File: src/posdq_pkg.sv
// Shared constants, codes and types of the positional insert deque.
package posdq_pkg;

	localparam int CAPACITY = 16;
	localparam int DATA_W   = 32;
	localparam int OP_W     = 3;
	localparam int POS_W    = 5;
	localparam int STAT_W   = 2;
	localparam int CNT_W    = $clog2(CAPACITY + 1);
	localparam int IDX_W    = $clog2(CAPACITY);

	localparam logic [OP_W-1:0] OP_ADD_FRONT    = 3'd0;
	localparam logic [OP_W-1:0] OP_ADD_BACK     = 3'd1;
	localparam logic [OP_W-1:0] OP_REMOVE_FRONT = 3'd2;
	localparam logic [OP_W-1:0] OP_REMOVE_BACK  = 3'd3;
	localparam logic [OP_W-1:0] OP_INSERT       = 3'd4;

	localparam logic [STAT_W-1:0] ST_OK    = 2'd0;
	localparam logic [STAT_W-1:0] ST_EMPTY = 2'd1;
	localparam logic [STAT_W-1:0] ST_RANGE = 2'd2;
	localparam logic [STAT_W-1:0] ST_FULL  = 2'd3;

	// What a cell loads at the next edge.
	typedef enum logic [1:0] {
		SEL_HOLD  = 2'd0,
		SEL_NEW   = 2'd1,
		SEL_LEFT  = 2'd2,
		SEL_RIGHT = 2'd3
	} cell_sel_t;

	typedef struct packed {
		logic      en;
		cell_sel_t sel;
	} cell_ctrl_t;

endpackage

File: src/posdq_cell.sv
// One storage cell of the deque chain: holds a value, loads a new one or takes one from a neighbor.
module posdq_cell
	import posdq_pkg::*;
(
	input  logic                     clk,
	input  cell_ctrl_t               ctrl,
	input  logic signed [DATA_W-1:0] new_value,
	input  logic signed [DATA_W-1:0] left_value,
	input  logic signed [DATA_W-1:0] right_value,
	output logic signed [DATA_W-1:0] value
);

	logic signed [DATA_W-1:0] value_q;

	always_ff @(posedge clk) begin
		if (ctrl.en) begin
			case (ctrl.sel)
				SEL_NEW:   value_q <= new_value;
				SEL_LEFT:  value_q <= left_value;
				SEL_RIGHT: value_q <= right_value;
				default:   value_q <= value_q;
			endcase
		end
	end

	assign value = value_q;

endmodule

File: src/positional_insert_deque.sv
// Top level of the positional insert deque: control, cell chain and result register.
// A result is registered and appears in the cycle after its operation is transferred in.
// Throughput: one operation per cycle; every cell of the chain shifts in parallel,
// so the only limit is the single result register when the downstream side stalls.
// Reset: arst_n clears the stored length and the result valid flag at once;
// cell contents stay undefined and are never shown before they are written.
module positional_insert_deque
	import posdq_pkg::*;
(
	input  logic        clk,
	input  logic        arst_n,
	input  logic        s_tvalid,
	output logic        s_tready,
	// op [2:0], value [34:3], position [39:35]
	input  logic [39:0] s_tdata,
	output logic        m_tvalid,
	input  logic        m_tready,
	// status [1:0], count [6:2], front_value [38:7], back_value [70:39], zero [71]
	output logic [71:0] m_tdata
);

	// Unpack the incoming operation.
	logic [OP_W-1:0]          in_op;
	logic signed [DATA_W-1:0] in_value;
	logic [POS_W-1:0]         in_pos;

	assign in_op    = s_tdata[2:0];
	assign in_value = s_tdata[34:3];
	assign in_pos   = s_tdata[39:35];

	logic [CNT_W-1:0]  count_q;
	logic [STAT_W-1:0] status_q;
	logic              m_tvalid_q;
	logic              accept;

	// The result shown on the master side is taken straight from the stored
	// length and the end cells, so no new operation may be taken while a
	// result is still waiting; one that leaves in the same cycle frees the slot.
	assign s_tready = !m_tvalid_q || m_tready;
	assign accept   = s_tvalid && s_tready;

	// Decide what the operation does: where the chain opens or closes and how
	// the length moves.
	logic              full;
	logic              empty;
	logic              do_put;
	logic              do_take_front;
	logic              do_take_back;
	logic [CNT_W-1:0]  where;
	logic [STAT_W-1:0] status_d;

	assign full  = (count_q == CNT_W'(CAPACITY));
	assign empty = (count_q == '0);

	always_comb begin
		do_put        = 1'b0;
		do_take_front = 1'b0;
		do_take_back  = 1'b0;
		where         = '0;
		status_d      = ST_OK;
		case (in_op)
			OP_ADD_FRONT: begin
				if (full) status_d = ST_FULL;
				else do_put = 1'b1;
			end
			OP_ADD_BACK: begin
				where = count_q;
				if (full) status_d = ST_FULL;
				else do_put = 1'b1;
			end
			OP_REMOVE_FRONT: begin
				if (empty) status_d = ST_EMPTY;
				else do_take_front = 1'b1;
			end
			OP_REMOVE_BACK: begin
				if (empty) status_d = ST_EMPTY;
				else do_take_back = 1'b1;
			end
			OP_INSERT: begin
				where = CNT_W'(in_pos);
				// The position is checked before the full condition.
				if (POS_W'(count_q) < in_pos) status_d = ST_RANGE;
				else if (full) status_d = ST_FULL;
				else do_put = 1'b1;
			end
			default: begin
				status_d = ST_OK;
			end
		endcase
	end

	// Cell chain. A put opens a gap at the target: cells above it take their
	// left neighbor and the target takes the new value. A front removal moves
	// every cell one step toward the front. Removing at the back only shortens
	// the length. Cells beyond the length may take anything; they are unread.
	logic signed [DATA_W-1:0] cell_value [CAPACITY];
	cell_ctrl_t               cell_ctrl  [CAPACITY];

	for (genvar i = 0; i < CAPACITY; i++) begin : g_cell
		logic signed [DATA_W-1:0] left_v;
		logic signed [DATA_W-1:0] right_v;

		if (i == 0) begin : g_first
			assign left_v = '0;
		end else begin : g_mid_left
			assign left_v = cell_value[i-1];
		end

		if (i == CAPACITY - 1) begin : g_last
			assign right_v = cell_value[i];
		end else begin : g_mid_right
			assign right_v = cell_value[i+1];
		end

		always_comb begin
			cell_ctrl[i].en  = accept && (do_put || do_take_front);
			cell_ctrl[i].sel = SEL_HOLD;
			if (do_put) begin
				if (where == CNT_W'(i)) cell_ctrl[i].sel = SEL_NEW;
				else if (where < CNT_W'(i)) cell_ctrl[i].sel = SEL_LEFT;
			end else if (do_take_front) begin
				cell_ctrl[i].sel = SEL_RIGHT;
			end
		end

		posdq_cell u_cell (
			.clk         (clk),
			.ctrl        (cell_ctrl[i]),
			.new_value   (in_value),
			.left_value  (left_v),
			.right_value (right_v),
			.value       (cell_value[i])
		);
	end

	// Length, status and result valid.
	always_ff @(posedge clk or negedge arst_n) begin
		if (!arst_n) begin
			count_q    <= '0;
			status_q   <= ST_OK;
			m_tvalid_q <= 1'b0;
		end else begin
			if (accept) begin
				status_q   <= status_d;
				m_tvalid_q <= 1'b1;
				if (do_put) count_q <= count_q + 1'b1;
				else if (do_take_front || do_take_back) count_q <= count_q - 1'b1;
			end else if (m_tready) begin
				m_tvalid_q <= 1'b0;
			end
		end
	end

	// Front and back values follow the current state, which stays still while
	// a result waits. The back is the cell just below the length.
	logic [CNT_W-1:0]         back_ptr;
	logic signed [DATA_W-1:0] front_value;
	logic signed [DATA_W-1:0] back_value;

	assign back_ptr    = count_q - 1'b1;
	assign front_value = empty ? '0 : cell_value[0];
	assign back_value  = empty ? '0 : cell_value[back_ptr[IDX_W-1:0]];

	assign m_tvalid = m_tvalid_q;
	assign m_tdata  = {1'b0, back_value, front_value, count_q, status_q};

	// The stored length never passes the capacity.
	a_count_bound: assert property (@(posedge clk) disable iff (!arst_n)
		count_q <= CNT_W'(CAPACITY))
		else $error("stored length exceeds capacity");

	// The length only moves on a transferred operation.
	a_count_stable: assert property (@(posedge clk) disable iff (!arst_n)
		!accept |=> $stable(count_q))
		else $error("stored length changed without a transfer");

	// A full status is only reported with the sequence at capacity.
	a_full_status: assert property (@(posedge clk) disable iff (!arst_n)
		(m_tvalid_q && status_q == ST_FULL) |-> full)
		else $error("full status reported below capacity");

	// A waiting result blocks the input side.
	a_hold_input: assert property (@(posedge clk) disable iff (!arst_n)
		(m_tvalid_q && !m_tready) |-> !s_tready)
		else $error("input taken while a result waits");

endmodule
File: config.mk
export PLATFORM = sky130hd
export DESIGN_NAME = positional_insert_deque
export DESIGN_NICKNAME = d
export VERILOG_FILES = /design/src/posdq_pkg.sv /design/src/posdq_cell.sv /design/src/positional_insert_deque.sv
export SDC_FILE = /design/constraint.sdc
export NUM_CORES = 1
export LEC_CHECK = 0
export ABC_CLOCK_PERIOD_IN_PS = 4500
export BUFFER_PORTS_ARGS = -buffer_cell sky130_fd_sc_hd__buf_2
export CORE_AREA = 3 3 229 254
export DETAILED_ROUTE_END_ITERATION = 7
export DIE_AREA = 0 0 232 257
export PLACE_DENSITY_LB_ADDON = 0.12
export REMOVE_ABC_BUFFERS = 1
export SYNTH_ARGS = -nofsm -noshare
export SYNTH_HDL_FRONTEND = slang
export SYNTH_HIERARCHICAL = 1
export SYNTH_SLANG_ARGS = --single-unit
File: constraint.sdc
create_clock -name clk -period 4.5 [get_ports clk]
set_input_delay 0.9 -clock clk [delete_from_list [all_inputs] [get_ports clk]]
set_output_delay 0.9 -clock clk [all_outputs]
set_load 0.005 [all_outputs]
== Yosys cells after proc, flatten, opt, wreduce, memory -nomap -nowiden ==
Cells that the tools add are included.

* Bits in registers: 520
* Input port bits: 44
* Output and inout bits: 74

* Add/subtract/negate cells: 2
* Magnitude comparators: 18
* Equality and inequality tests: 67
* Muxes and demuxes: 85
* Bitwise logic cells: 1
* Reduce and logical (&&, ||, !) cells: 46

{| class="wikitable"
|+ Operators with widths
! cell !! count
|-
| case mux 32 bit (3 select lines) || 15
|-
| binary-select mux 32 bit (select 4 bit) || 1
|-
| two-way mux 32 bit || 4
|-
| two-way mux 2 bit || 51
|-
| case mux 32 bit (2 select lines) || 1
|-
| equality test 2 bit (second input constant) || 31
|-
| nonzero test 3 bit || 15
|-
| equality test 5 x 4 -> 1 bit (second input constant) || 8
|-
| < comparator 5 x 4 -> 1 bit (second input constant) || 8
|-
| AND reduction 2 bit || 17
|-
| equality test 2 x 1 -> 1 bit (second input constant) || 16
|-
| equality test 5 x 3 -> 1 bit (second input constant) || 4
|-
| < comparator 5 x 3 -> 1 bit (second input constant) || 4
|-
| equality test 5 x 2 -> 1 bit (second input constant) || 2
|-
| logical NOT 5 bit || 2
|-
| < comparator 5 x 1 -> 1 bit (second input constant) || 2
|-
| < comparator 5 x 2 -> 1 bit (second input constant) || 2
|-
| two-way mux 5 bit || 2
|-
| case mux 5 bit (2 select lines) || 1
|-
| two-way mux 1 bit || 8
|-
| equality test 3 x 2 -> 1 bit (second input constant) || 2
|-
| case mux 2 bit (3 select lines) || 1
|-
| nonzero test 2 bit || 3
|-
| adder 5 x 1 -> 5 bit (second input constant) || 1
|-
| other kinds (14) || 18
|}

== Logic depth before layout (Yosys ltp) ==
Gate-level depths: netlist of the first run.

* Depth in word-level cells: 9
* Mapped depth: 14

== Modules after synthesis ==
Netlist of the first run, hierarchy kept.

{| class="wikitable"
|+ By module, submodules not included
! module !! times used !! cells each !! area an instance (um2) !! sequential area each (um2)
|-
| posdq_cell || 16 || 140 || 1674.1 || 960.9
|-
| positional_insert_deque || 1 || 478 || 5470.2 || 200.2
|}

== Worst setup path after synthesis of the first run ==
OpenSTA, ideal clock, no wires.

* Path type: reg2reg
* Start point: register count_q[0]
* End point: register g_cell[5].u_cell.value_q[0] (enable)
* Setup time: 391 ps
* Arrival: 3469 ps
* Required time: 4109 ps
* Path slack: 640 ps
* Stages on the path, launching flop included: 14
* Buffers on the path: 6
* Clock period less this slack: 3860 ps
* Cell sequence: dfrtp_1 -> buf_2 -> buf_2 -> buf_2 -> inv_1 -> ha_1 -> nor3b_1 -> and2_1 -> or3_1 -> buf_6 -> o31ai_2 -> buf_6 -> buf_12 -> o21a_1

{| class="wikitable"
|+ RTL lines
! element !! line !! text
|-
| start, declared || positional_insert_deque.sv:31 || <nowiki>logic [CNT_W-1:0] count_q;</nowiki>
|-
| start signal, assigned || positional_insert_deque.sv:146 || <nowiki>if (do_put) count_q <= count_q + 1'b1;</nowiki>
|-
| start signal, assigned || positional_insert_deque.sv:147 || <nowiki>else if (do_take_front || do_take_back) count_q <= count_q - 1'b1;</nowiki>
|-
| end signal, assigned || posdq_cell.sv:18 || <nowiki>SEL_NEW: value_q <= new_value;</nowiki>
|-
| end signal, assigned || posdq_cell.sv:19 || <nowiki>SEL_LEFT: value_q <= left_value;</nowiki>
|-
| end signal, assigned || posdq_cell.sv:20 || <nowiki>SEL_RIGHT: value_q <= right_value;</nowiki>
|-
| end, declared || posdq_cell.sv:13 || <nowiki>logic signed [DATA_W-1:0] value_q;</nowiki>
|}

== Worst setup path in the final report of the first run ==
* Start point: register count_q[0]
* End point: output m_tdata[56]

* Longest elaborated chain between the ends: 6

{| class="wikitable"
|+ RTL lines
! element !! line !! text
|-
| subtractor 5 x 1 -> 5 bit || positional_insert_deque.sv:160 || <nowiki>assign back_ptr = count_q - 1'b1;</nowiki>
|-
| inverter 4 -> 5 bit (implied by the code) || positional_insert_deque.sv:162 || <nowiki>assign back_value = empty ? '0 : cell_value[back_ptr[IDX_W-1:0]];</nowiki>
|-
| binary-select mux 32 bit (select 4 bit) || positional_insert_deque.sv:162 ||
|-
| two-way mux 32 bit (implied by the code) (2 in series) || positional_insert_deque.sv:162 ||
|-
| two-way mux 32 bit * || positional_insert_deque.sv:162 ||
|-
| end, declared || positional_insert_deque.sv:19 || <nowiki>output logic [71:0] m_tdata</nowiki>
|}

Mark *: on every way between the ends. The rest lies on a longest branch, timed or not. The select of a mux whose other input is x is not followed.

==> results of run 1 <==
-- cells in the mapped netlist, drive strengths merged, types with 2 or more instances --
cell type	instances	area (µm²)
and3	3	23.8
dfrtp	8	200
edfxtp	512	15400
xnor2	2	17.5
clkbuf	35	131
nand3	3	15.0
nor4bb	2	20.0
nand2	11	41.3
a211oi	2	20.0
nand2b	6	37.5
o21a	17	128
nand4b	2	17.5
mux4	128	2880
or2	3	18.8
nor2b	39	259
nor3	5	25.0
ha	7	87.6
a21oi	525	2630
nor2	524	1970
buf	203	1850
a21o	3	22.5
o31ai	8	80.1
and2	4	25.0
a32oi	5	70.1
mux2i	576	5770
nor3b	2	20.0
o22ai	32	200
nand4	3	18.8
o21ai	23	123
xor2	2	25.0
inv	9	33.8
a311oi	2	17.5
-- per-layer routing --
layer	vias up	GRT usage, %	wire length, µm
met4	0	11.9	3820
met3	253	5.23	9740
met2	1485	53.0	46900
li1	10382	-	-
met1	11583	45.8	39300
met5	-	0	0
-- flip-flops by register name, indices dropped and copies added, names as in the netlist --
name and flops:
g_cell.u_cell/value 512, count_q 5, status_q 2, m_tvalid 1
-- stage by stage --
| step | setup TNS [ns] | instances |
|---|---|---|
| 2_1_floorplan | -6997.79 | 2512 |
| 3_3_place_gp | 0 | 3487 |
| 3_5_place_dp | 0 | 3487 |
| 4_1_cts | 0 | 3591 |
| 5_1_grt | 0 | 3591 |
| 6_report | 0 | 3591 |
-- area by class of cell --
cell class	count	share of cell area, %
Inverter	9	0.0963
Timing Repair Buffer	231	4.83
Tap cell	744	2.65
Multi-Input combinational cell	1983	43.2
Clock inverter	30	0.492
Sequential cell	520	44.4
Clock buffer	74	4.31
-- where the power goes --
group          switching, mW  internal (mW)
Sequential             0.244           5.79
Clock                   1.97           2.41
Combinational           4.11           2.89
Total                   6.32           11.1
-- cells by family (layout without fill, tap and decap cells) --
family	after synthesis	in the layout	synth area share (%)
AO/OA/AOI/OAI	626	626	10.4
XOR/XNOR	4	4	0.132
adder cells (fa/ha/maj)	7	7	0.272
buffers and inverters	247	344	6.25
flip-flops	520	520	48.3
multiplexers	704	704	26.8
other	1	33	0.0116
AND/OR/NAND/NOR	609	609	7.81
-- final timing paths --
check | start | endpoint | slack [ns] | depth (start not counted)
setup / recovery | count_q[0]$_DFFE_PN0P_ | m_tdata[56] | 0.14 | 7
hold / removal | arst_n | count_q[4]$_DFFE_PN0P_ | 0.12 | 1
setup reg to reg | count_q[0]$_DFFE_PN0P_ | g_cell[10].u_cell/value[22]$_DFFE_PP_ | 0.67 | 10
hold reg to reg | status_q[0]$_DFFE_PN0P_ | status_q[0]$_DFFE_PN0P_ | 0.48 | 1
max in group asynchronous | arst_n | count_q[0]$_DFFE_PN0P_ | 4.19 | 1
min in group clk | status_q[0]$_DFFE_PN0P_ | status_q[0]$_DFFE_PN0P_ | 0.48 | 1
==> results.md, run 1 <==
| Quantity | Reported |
| --- | --- |
| Run status | complete, no violations |
| Worst-margin pin slew | 1.17 ns |
| Core area | 55800 µm² |
| Setup crit end kind | output port |
| F_max | 0.229 GHz |
| Initial standard-cell utilization of the core | 57.8% |
| Slew Limit Headroom | 22.1% |
| RSZ-0062 raised after global routing | false |
| Gate family responsible for the most delay along the worst path | buffers and inverters |
| Fraction of the core area covered by cells at the end of the flow | 62.9% |
| Final setup margin | 0.138 ns |
| Total non-filler cell area in the finished layout | 35100 µm² |
| Most frequent cells in the layout | mux2i_1 (576), nor2_1 (524), a21oi_1 (523) |
| Core Rows | 91 |
| Layout cell share with drive strength beyond 1 | 17.5% |
| Sequential cell area | 15600 µm² |
| Worst hold slack | 0.123 ns |
| CTS tree | built |
| Global-route wire length before repair | 149 mm |
| Avg Vias per Cell | 6.60 |
| # IOs | 118 |
| Largest net degree at the start of global routing | 78 |
| Most common cell after layout, fill and taps aside | mux2i_1 |
| Detailed placement HPWL | 64.9 mm |
| Min-Delay Path Class | in2async |
| Number of nets at the end of the flow | 2853 |
| CP Buf/Inv Count | 3 |
| Number of setup buffers added after CTS | 0 |
| All-layer global routing usage | 33.0% |
| Critical path class | reg2out |
| Flop and latch count out of synthesis | 520 |
| Area taken by multi-input logic gates | 15200 µm² |
| Total design power | 17.4 mW |
| Number of enable flip-flop cells after synthesis | 512 |
| Fraction of registers with async set/reset | 1.54% |
| Number of fill cells in the layout | 4424 |
| Number of maximum-capacitance violations | 0 |
| Cell area after placement | 33400 µm² |
| Master of the slowest instance on the critical path | dfrtp_4 |
| Clock transition at the registers of the reported paths | 0.06 ns |
| Distinct cell type count after synthesis | 60 |
| Number of antenna violations at the first check in global routing | 0 |
| Largest fanout on the critical path | 19 |
| Cts bufs inserted | 57 |
| Part of the cycle the worst path needs | 96.9% |
| DRC | 0 |
| Routed Antenna Nets | 0 |
| Post-detailed-routing wire length | 99.8 mm |
| Htree depth | 2 |
| First-pass DRT Iterations | 8 |
| Clock Tree Buf Depth | 3 |
| Number of pins with negative max-slew slack in the final report | 0 |
| Average routed wire per standard cell | 27.8 µm |
| Average cell area after synthesis | 11.9 µm² |
| Die W | 232 µm |
| Height of the chip | 257 µm |
| Ratio of total power to cell area | 496 nW/µm² |
| Count of vias placed by the detailed router | 23703 |
| Data arrival time of the critical path | 3.46 ns |
| Number of clock sinks | 520 |
| Required time of the critical path | 3.60 ns |
| Fraction of the yosys area taken by sequential cells | 48.3% |
| Leftover overflow at the end of global routing | 0 |
| Cells traversed along the worst timing path | inv_1, ha_4, buf_4, mux4_2, mux2i_1, o22ai_1, buf_2 |
| Longest individual stage delay on the worst path | 0.58 ns |
| Post-Place Setup Slack | 0.417 ns |
| VDD IR-drop max | 0.378 mV |
| Die Footprint | 59600 µm² |
| RePlAce Congestion | 0.916 |
| Clock skew after layout | 0.0206 ns |
| IO buf count | 116 |
| Hold buffer count at cts | 0 |
| Prevailing post-synth register cell | edfxtp_1 |
| Synth Cell Area | 32300 µm² |
| Warnings from Yosys | 6 |
| Drt first-iter violations | 3024 |
| Final setup vio count | 0 |
| Hold violation total from the final report | 0 |
| Cell chosen for the clock root | clkbuf_16 |
| Startpoint class of the critical path | register |
| Min cycle time layout | 4.36 ns |
| Via count of the first global-routing pass | 23362 |
| P_leak | 11.8 nW |
| Number of antenna cells inserted | 0 |
| Clock insertion delay at the later pin of the skew report | 0.63 ns |
| Gate count after technology mapping | 2718 |
| Synthesis-to-finish area growth | 8.77% |
| Number of instances resized during post-cts repair | 0 |
Note: power is estimated with default switching activity, not from simulation.
==> run 2: changes to the inputs <==
- CORE_AREA: 3 3 229 254 -> 3 3 247 273
- CTS_BUF_LIST: not set -> sky130_fd_sc_hd__clkbuf_2
- DIE_AREA: 0 0 232 257 -> 0 0 250 276
- MAX_ROUTING_LAYER: not set -> met4
==> run 2 against run 1 <==
Wire length increased by 8.5%. Register-to-register slack improved by 0.03 ns. Maximum frequency increased by 0.25%. Global-route usage decreased by 1.3 points. Largest cell class unchanged. Highest routed layer unchanged.
==> results.md, run 2 (synthesized netlist as in run 1, its figures left out) <==
| Quantity | Reported | vs previous |
| --- | --- | --- |
| Gate family responsible for the most delay along the worst path | buffers and inverters | unchanged |
| Number of nets at the end of the flow | 3002 | was 2853 |
| Clock Tree Buf Depth | 3 | unchanged |
| Die Footprint | 69000 µm² | was 59600 µm² |
| Ratio of total power to cell area | 501 nW/µm² | was 496 nW/µm² |
| Detailed placement HPWL | 63.3 mm | was 64.9 mm |
| Total design power | 18.1 mW | was 17.4 mW |
| Drt first-iter violations | 2783 | was 3024 |
| Setup_tns | 0 ns | unchanged |
| Number of maximum-capacitance violations | 0 | unchanged |
| Part of the cycle the worst path needs | 96.7% | was 96.9% |
| RePlAce Congestion | 0.839 | was 0.916 |
| Average routed wire per standard cell | 27.7 µm | was 27.8 µm |
| Setup crit end kind | output port | unchanged |
| # IOs | 118 | unchanged |
| Die W | 250 µm | was 232 µm |
| Cts bufs inserted | 144 | was 57 |
| Critical path class | reg2out | unchanged |
| Final setup vio count | 0 | unchanged |
| Core Rows | 98 | was 91 |
| Required time of the critical path | 3.60 ns | about the same |
| Clock transition at the registers of the reported paths | 0.08 ns | was 0.06 ns |
| Count of vias placed by the detailed router | 24142 | was 23703 |
| CP Buf/Inv Count | 5 | was 3 |
| Master of the slowest instance on the critical path | dfrtp_4 | unchanged |
| Cells traversed along the worst timing path | inv_4, ha_4, buf_12, buf_6, buf_12, mux4_2, mux2i_2, o22ai_1, buf_2 | was inv_1, ha_4, buf_4, mux4_2, mux2i_1, o22ai_1, buf_2 |
| Avg Vias per Cell | 6.18 | was 6.60 |
| Most common cell type on the critical path | buf_12 |  |
| First-pass DRT Iterations | 6 | was 8 |
| Levels on crit path | 9 | was 7 |
| Longest individual stage delay on the worst path | 0.45 ns | was 0.58 ns |
| Number of antenna violations at the first check in global routing | 3 | was 0 |
| VDD IR-drop max | 0.322 mV | was 0.378 mV |
| Largest net degree at the start of global routing | 66 | was 78 |
| Worst hold slack | 0.161 ns | was 0.123 ns |
| Number of pins with negative max-slew slack in the final report | 0 | unchanged |
| Initial standard-cell utilization of the core | 49.7% | was 57.8% |
| Worst Hold Path Cells | 4 |  |
| Number of cell instances on the worst register-to-register path | 10 | unchanged |
| F_max | 0.230 GHz | was 0.229 GHz |
| Routed Antenna Nets | 0 | unchanged |
| Run status | complete, no violations | unchanged |
| Largest fanout on the critical path | 13 | was 19 |
| Htree depth | 4 | was 2 |
| Synthesis-to-finish area growth | 11.8% | was 8.77% |
| DRC | 0 | unchanged |
| Number of clock sinks | 520 | unchanged |
| Startpoint class of the critical path | register | unchanged |
| Leftover overflow at the end of global routing | 0 | unchanged |
| All-layer global routing usage | 31.7% | was 33.0% |
| Post-detailed-routing wire length | 108 mm | was 99.8 mm |
| Core area | 64900 µm² | was 55800 µm² |
| Hold violation total from the final report | 0 | unchanged |
| Height of the chip | 276 µm | was 257 µm |
| Clock skew after layout | 0.0971 ns | was 0.0206 ns |
| CTS tree | built | unchanged |
| Most frequent cells in the layout | mux2i_1 (559), nor2_1 (524), a21oi_1 (523) | was mux2i_1 (576), nor2_1 (524), a21oi_1 (523) |
| Worst-margin pin slew | 0.916 ns | was 1.17 ns |
| Flip-flop count of the largest register, all copies and words added | 512 | unchanged |
| Slew Limit Headroom | 38.9% | was 22.1% |
| Min-Delay Path Class | in2reg | was in2async |
| Data arrival time of the critical path | 3.45 ns | was 3.46 ns |
| Clock insertion delay at the later pin of the skew report | 1.38 ns | was 0.63 ns |
| Layout cell share with drive strength beyond 1 | 23.0% | was 17.5% |
| Global-route wire length before repair | 159 mm | was 149 mm |
| P_leak | 12.4 nW | was 11.8 nW |
| IO buf count | 116 | unchanged |
| Most common cell after layout, fill and taps aside | mux2i_1 | unchanged |
| Cell chosen for the clock root | clkbuf_2 | was clkbuf_16 |
| Via count of the first global-routing pass | 24134 | was 23362 |
| RSZ-0062 raised after global routing | true | was false |
| Min cycle time layout | 4.35 ns | was 4.36 ns |
[run 2: path summary, 6_finish.rpt]
path | from | endpoint | slack [ns]
max | count_q[0]$_DFFE_PN0P_ | m_tdata[54] | 0.15
max reg2reg | count_q[4]$_DFFE_PN0P_ | g_cell[0].u_cell/value[25]$_DFFE_PP_ | 0.70
max in group asynchronous | arst_n | count_q[0]$_DFFE_PN0P_ | 3.60
min reg2reg | status_q[0]$_DFFE_PN0P_ | status_q[0]$_DFFE_PN0P_ | 0.49
min in group asynchronous | arst_n | m_tvalid$_DFFE_PN0P_ | 0.58
min | s_tdata[2] | status_q[1]$_DFFE_PN0P_ | 0.16
[run 2: per-layer routing]
metal / GRT usage [%] / vias up / routed length, µm
met1: 40.1 / 11841 / 43400
met2: 50.0 / 1293 / 51500
met5: - / - / 0
li1: - / 10767 / -
met4: 12.0 / 0 / 3850
met3: 7.11 / 241 / 9550
[run 2: worst min-delay path, stage by stage]
cell and delay [ns]:
buf_2 0.22, a21oi_1 0.10, o21ai_0 0.13, o21ai_0 0.09
[run 2: repair_timing]
| item | 4_1_cts | 5_1_grt |
|---|---|---|
| pin swaps | 6 | 3 |
| buffers inserted | 18 | 5 |
| hold buffers | 37 | 0 |
| endpoints found under the hold margin | 399 | 0 |
| gates resized for setup | 44 | 13 |
| cloned | 8 | 2 |
| setup endpoints to repair | 32 | 30 |
[run 2: power breakdown]
group / switching (mW) / internal, mW / leakage (nW)
clock: 2.14 / 1.57 / 1.00
combinational: 4.69 / 3.68 / 6.68
sequential: 0.207 / 5.78 / 4.71
[run 2: cell type report]
class,count,area [µm²]
Clock buffer,207,1040
Clock inverter,38,329
Fill cell,5550,28800
Timing Repair Buffer,293,2680
Multi-Input combinational cell,1983,15300
Inverter,9,36.3
Sequential cell,520,15600
Antenna cell,4,10.0
Tap cell,850,1060
[run 2: metrics by stage]
step                      area, µm²  worst slack (ns)  cells  util (%)
after CTS                     35900           -0.0156   3894      55.4
after global placement        33600             0.519   3587      51.7
final                         36000             0.149   3904      55.6
after detailed placement      33600             0.399   3587      51.7
after global routing          36000           -0.0301   3904      55.6
after floorplan               30400             -7.45   2512         -
